`src/sv/sdfp_pkg.sv`:
```
package sdfp_pkg;

	localparam int COORD_BITS = 16;
	localparam int DIST_BITS  = 20;
	localparam int RAD_BITS   = 15;
	localparam int KIND_BITS  = 3;
	localparam int CFG_IDX_BITS  = 3;
	localparam int CFG_DATA_BITS = 3 * COORD_BITS;

	localparam int DIST_MAX = (1 << (DIST_BITS - 1)) - 1;
	localparam int DIST_MIN = -(1 << (DIST_BITS - 1));

	// square root: one result bit per stage plus a rounding stage
	localparam int SQ_IN_BITS   = 40;
	localparam int SQ_STEPS     = SQ_IN_BITS / 2;
	localparam int SQ_ROOT_BITS = SQ_STEPS + 1;
	localparam int SQRT_LAT     = SQ_STEPS + 1;

	// capsule projection divider: one quotient bit per stage
	localparam int DIV_N_BITS = 56;
	localparam int DIV_D_BITS = 37;
	localparam int DIV_Q_BITS = 18;
	localparam int DIV_LAT    = DIV_Q_BITS;

	// six front stages, divider, three stages, main root, two back stages
	localparam int PIPE_DEPTH = 6 + DIV_LAT + 3 + SQRT_LAT + 2;

	typedef enum logic [KIND_BITS-1:0] {
		SHAPE_SPHERE    = 3'd0,
		SHAPE_BOX       = 3'd1,
		SHAPE_ROUND_BOX = 3'd2,
		SHAPE_TORUS     = 3'd3,
		SHAPE_CYLINDER  = 3'd4,
		SHAPE_CAPSULE   = 3'd5
	} shape_t;

	typedef enum logic [CFG_IDX_BITS-1:0] {
		CFG_SHAPE_KIND   = 3'd0,
		CFG_POINT_A      = 3'd1,
		CFG_POINT_B      = 3'd2,
		CFG_RADIUS       = 3'd3,
		CFG_RADIUS_MINOR = 3'd4
	} cfg_reg_t;

endpackage

```
`src/sv/sdfp_sqrt.sv`:
```
module sdfp_sqrt (
	input  logic clk,
	input  logic en,
	input  logic [sdfp_pkg::SQ_IN_BITS-1:0] radicand,
	output logic [sdfp_pkg::SQ_ROOT_BITS-1:0] root
);
	import sdfp_pkg::*;

	logic [SQ_IN_BITS-1:0] rem_s [SQ_STEPS];
	logic [SQ_IN_BITS-1:0] acc_s [SQ_STEPS];
	logic [SQ_ROOT_BITS-1:0] root_q;

	for (genvar k = 0; k < SQ_STEPS; k++) begin : g_step
		localparam logic [SQ_IN_BITS-1:0] BIT = SQ_IN_BITS'(1) << (2 * (SQ_STEPS - 1 - k));
		logic [SQ_IN_BITS-1:0] rem_in;
		logic [SQ_IN_BITS-1:0] acc_in;
		logic [SQ_IN_BITS-1:0] trial;

		if (k == 0) begin : g_first
			assign rem_in = radicand;
			assign acc_in = '0;
		end else begin : g_next
			assign rem_in = rem_s[k-1];
			assign acc_in = acc_s[k-1];
		end

		assign trial = acc_in + BIT;

		always_ff @(posedge clk) begin
			if (en) begin
				if (rem_in >= trial) begin
					rem_s[k] <= rem_in - trial;
					acc_s[k] <= (acc_in >> 1) + BIT;
				end else begin
					rem_s[k] <= rem_in;
					acc_s[k] <= acc_in >> 1;
				end
			end
		end
	end

	// round to nearest: bump when the remainder exceeds the floor root
	always_ff @(posedge clk) begin
		if (en) begin
			root_q <= SQ_ROOT_BITS'(acc_s[SQ_STEPS-1])
				+ SQ_ROOT_BITS'(rem_s[SQ_STEPS-1] > acc_s[SQ_STEPS-1]);
		end
	end

	assign root = root_q;

endmodule

```
`config.mk`:
```
export PLATFORM = sky130hd
export DESIGN_NAME = sdfp_sqrt
export DESIGN_NICKNAME = d
export VERILOG_FILES = /design/src/sv/sdfp_pkg.sv /design/src/sv/sdfp_sqrt.sv
export SDC_FILE = /design/constraint.sdc
export NUM_CORES = 2
export LEC_CHECK = 0
export ABC_AREA = 1
export BUFFER_PORTS_ARGS = -buffer_cell sky130_fd_sc_hd__buf_2
export CORE_MARGIN = 2
export CORE_UTILIZATION = 65
export CTS_CLUSTER_SIZE = 12
export DETAILED_ROUTE_END_ITERATION = 10
export PLACE_DENSITY = 0.79
export SLEW_MARGIN = 20
export SYNTH_ARGS = -nofsm -noshare
export SYNTH_HDL_FRONTEND = slang
export SYNTH_SLANG_ARGS = --single-unit
```
`constraint.sdc`:
```
create_clock -name clk -period 8.2 [get_ports clk]
set_input_delay 1.64 -clock clk [delete_from_list [all_inputs] [get_ports clk]]
set_output_delay 1.64 -clock clk [all_outputs]
set_load 0.1 [all_outputs]
```
==> reports/metrics.yaml <==
power:
  p_leak_nw: 28.17
  peakVddDrop_uv: 199.6
  power_density_nw_per_um2: 241.1
global_routing:
  grt_pass1_wl_um: 240400
  grt_max_degree: 204
  gr-total-overflow: 0
  grt_antenna_before_repair: 1
  grt_usage_pct: 33.33
  grt_pass1_vias: 43510
clock_network:
  clock_path_buffers: 3
  ctsHoldBuffers: 0
  cts.clk_slew.worst_paths_ns: 0.06
  clock_sinks: 1031
  cts_tree: "built"
  post-cts-setup-buffers: 0
  clk_latency_ns: 0.72
  cts_buffers: 106
  cts_resized: 0
  root_buffer: "clkbuf_16"
  htree_levels: 3
yosys:
  netlist_area_um2: 59190
  synthFlopType: "edfxtp_1"
  yosysTopAreaCell: "edfxtp_1"
  synth.avg_cell_area_um2: 8.717
  synth_warnings: 0
  syn_nets: 7084
  yosysTopAreaCellShare_pct: 52.30
  async_flop_share_pct: 0
  netlist_top_cells_area: "edfxtp_1, nand2_1, inv_1, ha_1, nor2_1"
  ys_types: 57
  synth-seq-cells: 1031
  syn_inst: 6791
  yosysSeqAreaShare_pct: 52.30
  synth_edf_count: 1031
placement:
  place_hpwl_um: 121900
  gp_congestion: 1.022
  numPortBuffers: 62
  dp.cells: 7973
floorplan:
  core_um2: 90150
  die_w_um: 305.8
  initial_core_util_pct: 65.66
  die_area_um2: 93500
  core.rowCount: 110
  io_pins: 63
  die_y_um: 305.8
critical_path:
  crit_path_start_kind: "primary input"
  timing.rr.end: "root[18]"
  crit_path_end_kind: "register"
  critPathArrivalTime_ns: 4.45
  required_ns: 8.68
  rrSetupSlack_ns: 4.30
  reg2reg_from: "acc_s[4][135]"
  path_max_fanout: 203
  reg2regPathDepth: 20
  path_class: "primary input to register"
drt:
  antenna_left: 0
  firstDrtPassIters: 6
  drt-initial-drc-count: 5778
  viasPerCell: 5.747
  drc: 0
  wl_per_cell_um: 19.27
  via_count: 46770
  wirelength_um: 156800
timing:
  worstMarginPinSlew_ns: 1.045
  finalCritPeriodShare_pct: 48.45
  rsz0062_at_grt: "false"
  timing.fmax_mhz: 251.7
  fin_skew_ns: 0.05630
  setup_viol: 0
  fin_tns_setup_ns: 0
  maxSlewHeadroom_pct: 30.05
  hold_viol: 0
  slew_viol_final: 0
  finalCriticalPeriod_ns: 3.973
finish:
  final_common_cell: "nand2_1"
  fillers: 6825
  instances_no_fill: 8137
  nNetsFinal: 7198
  syn_to_final_growth_pct: 7.867
  drive_gt1_share_pct: 5.660
  mostFrequentLayoutCells: "nand2_1, inv_1, edfxtp_1"
  diodes: 0
job:
  drv_cap: 0
worst_hold_path:
  min_path_type: "register to register"
  min_path_cells: 0
  hold_path.startpoint: "rem_s[1][96]"
  holdPathEnd: "rem_s[1][136]"
status:
  status: "completed"
[cell usage after synthesis, types with 25 or more instances]
| library cell | number |
|---|---|
| nand2_1 | 1814 |
| ha_1 | 251 |
| nand4_1 | 159 |
| edfxtp_1 | 1031 |
| buf_6 | 25 |
| inv_1 | 1070 |
| nor3_1 | 125 |
| xnor2_1 | 128 |
| nand2_2 | 26 |
| o21ai_1 | 75 |
| a21oi_1 | 249 |
| nor2_1 | 781 |
| nand3_1 | 403 |
| xor2_1 | 118 |
| nor4_1 | 60 |
| o21ai_2 | 25 |
| nand3b_1 | 40 |
| or2_2 | 28 |
| o21ai_0 | 154 |
[worst max-delay path by stage]
stage	slack [ns]	endpoint	from
after floorplan	4.13	acc_s[4][10]	en
after global placement	3.62	rem_s[0][39]	en
after detailed placement	3.54	rem_s[4][19]	en
after CTS	4.27	rem_s[4][19]	en
after global routing	3.95	root[18]	acc_s[4][135]
final	4.23	rem_s[0][38]	en
[stage by stage]
stage	instance area, um2	power (mW)	setup WS [ns]	utilization (%)	hold slack [ns]
4_1_cts	63850	15.32	4.273	70.83	0.4310
6_report	63850	15.40	4.227	70.83	0.4446
3_5_place_dp	60630	10.80	3.544	67.25	0.4259
5_1_grt	63850	16.07	3.948	70.83	0.4419
3_3_place_gp	60630	10.74	3.625	67.25	0.4219
2_1_floorplan	59190	9.641	4.133	-	0.4166
[state kept, by name, summed over array words and instances, names as in the netlist]
register  cells
root         21
rem_s       800
acc_s       210
[power by group]
part | internal (mW) | total (mW) | switching (mW)
logic | 1.18 | 3.63 | 2.45
clock network | 2.53 | 4.55 | 2.01
registers | 6.61 | 7.22 | 0.613
total | 10.3 | 15.4 | 5.08
[worst max-delay path, stage by stage]
cell	delay [ns]
buf_8	0.60
buf_12	0.65
buf_12	0.74
nand2_1	0.26
xor2_1	0.20
[layout make-up]
| cell class | count | area [um2] | area share, % |
|---|---|---|---|
| clock buffer | 122 | 2734 | 4.282 |
| tap | 1176 | 1471 | 2.304 |
| timing repair buffer | 75 | 467.9 | 0.7329 |
| multi-input combinational | 4598 | 23620 | 37.00 |
| inverter | 1093 | 4105 | 6.429 |
| sequential | 1031 | 30960 | 48.49 |
| clock inverter | 42 | 490.5 | 0.7681 |
[metal layers]
| metal | track usage, % | wire length (um) |
|---|---|---|
| met5 | 0 | 15 |
| met4 | 10.51 | 4967 |
| met3 | 6.552 | 16710 |
| met2 | 51.63 | 69390 |
| met1 | 47.71 | 65750 |
[logic make-up after synthesis]
logic type | synth area share (%)
AOI/OAI and AO/OA | 5.409
xor gates and xnor gates | 3.667
adders and majority gates | 5.305
buffers and inverters | 7.791
DFF | 52.30
and+or+nand+nor | 25.53
Note: power is estimated with default switching activity, not from simulation.
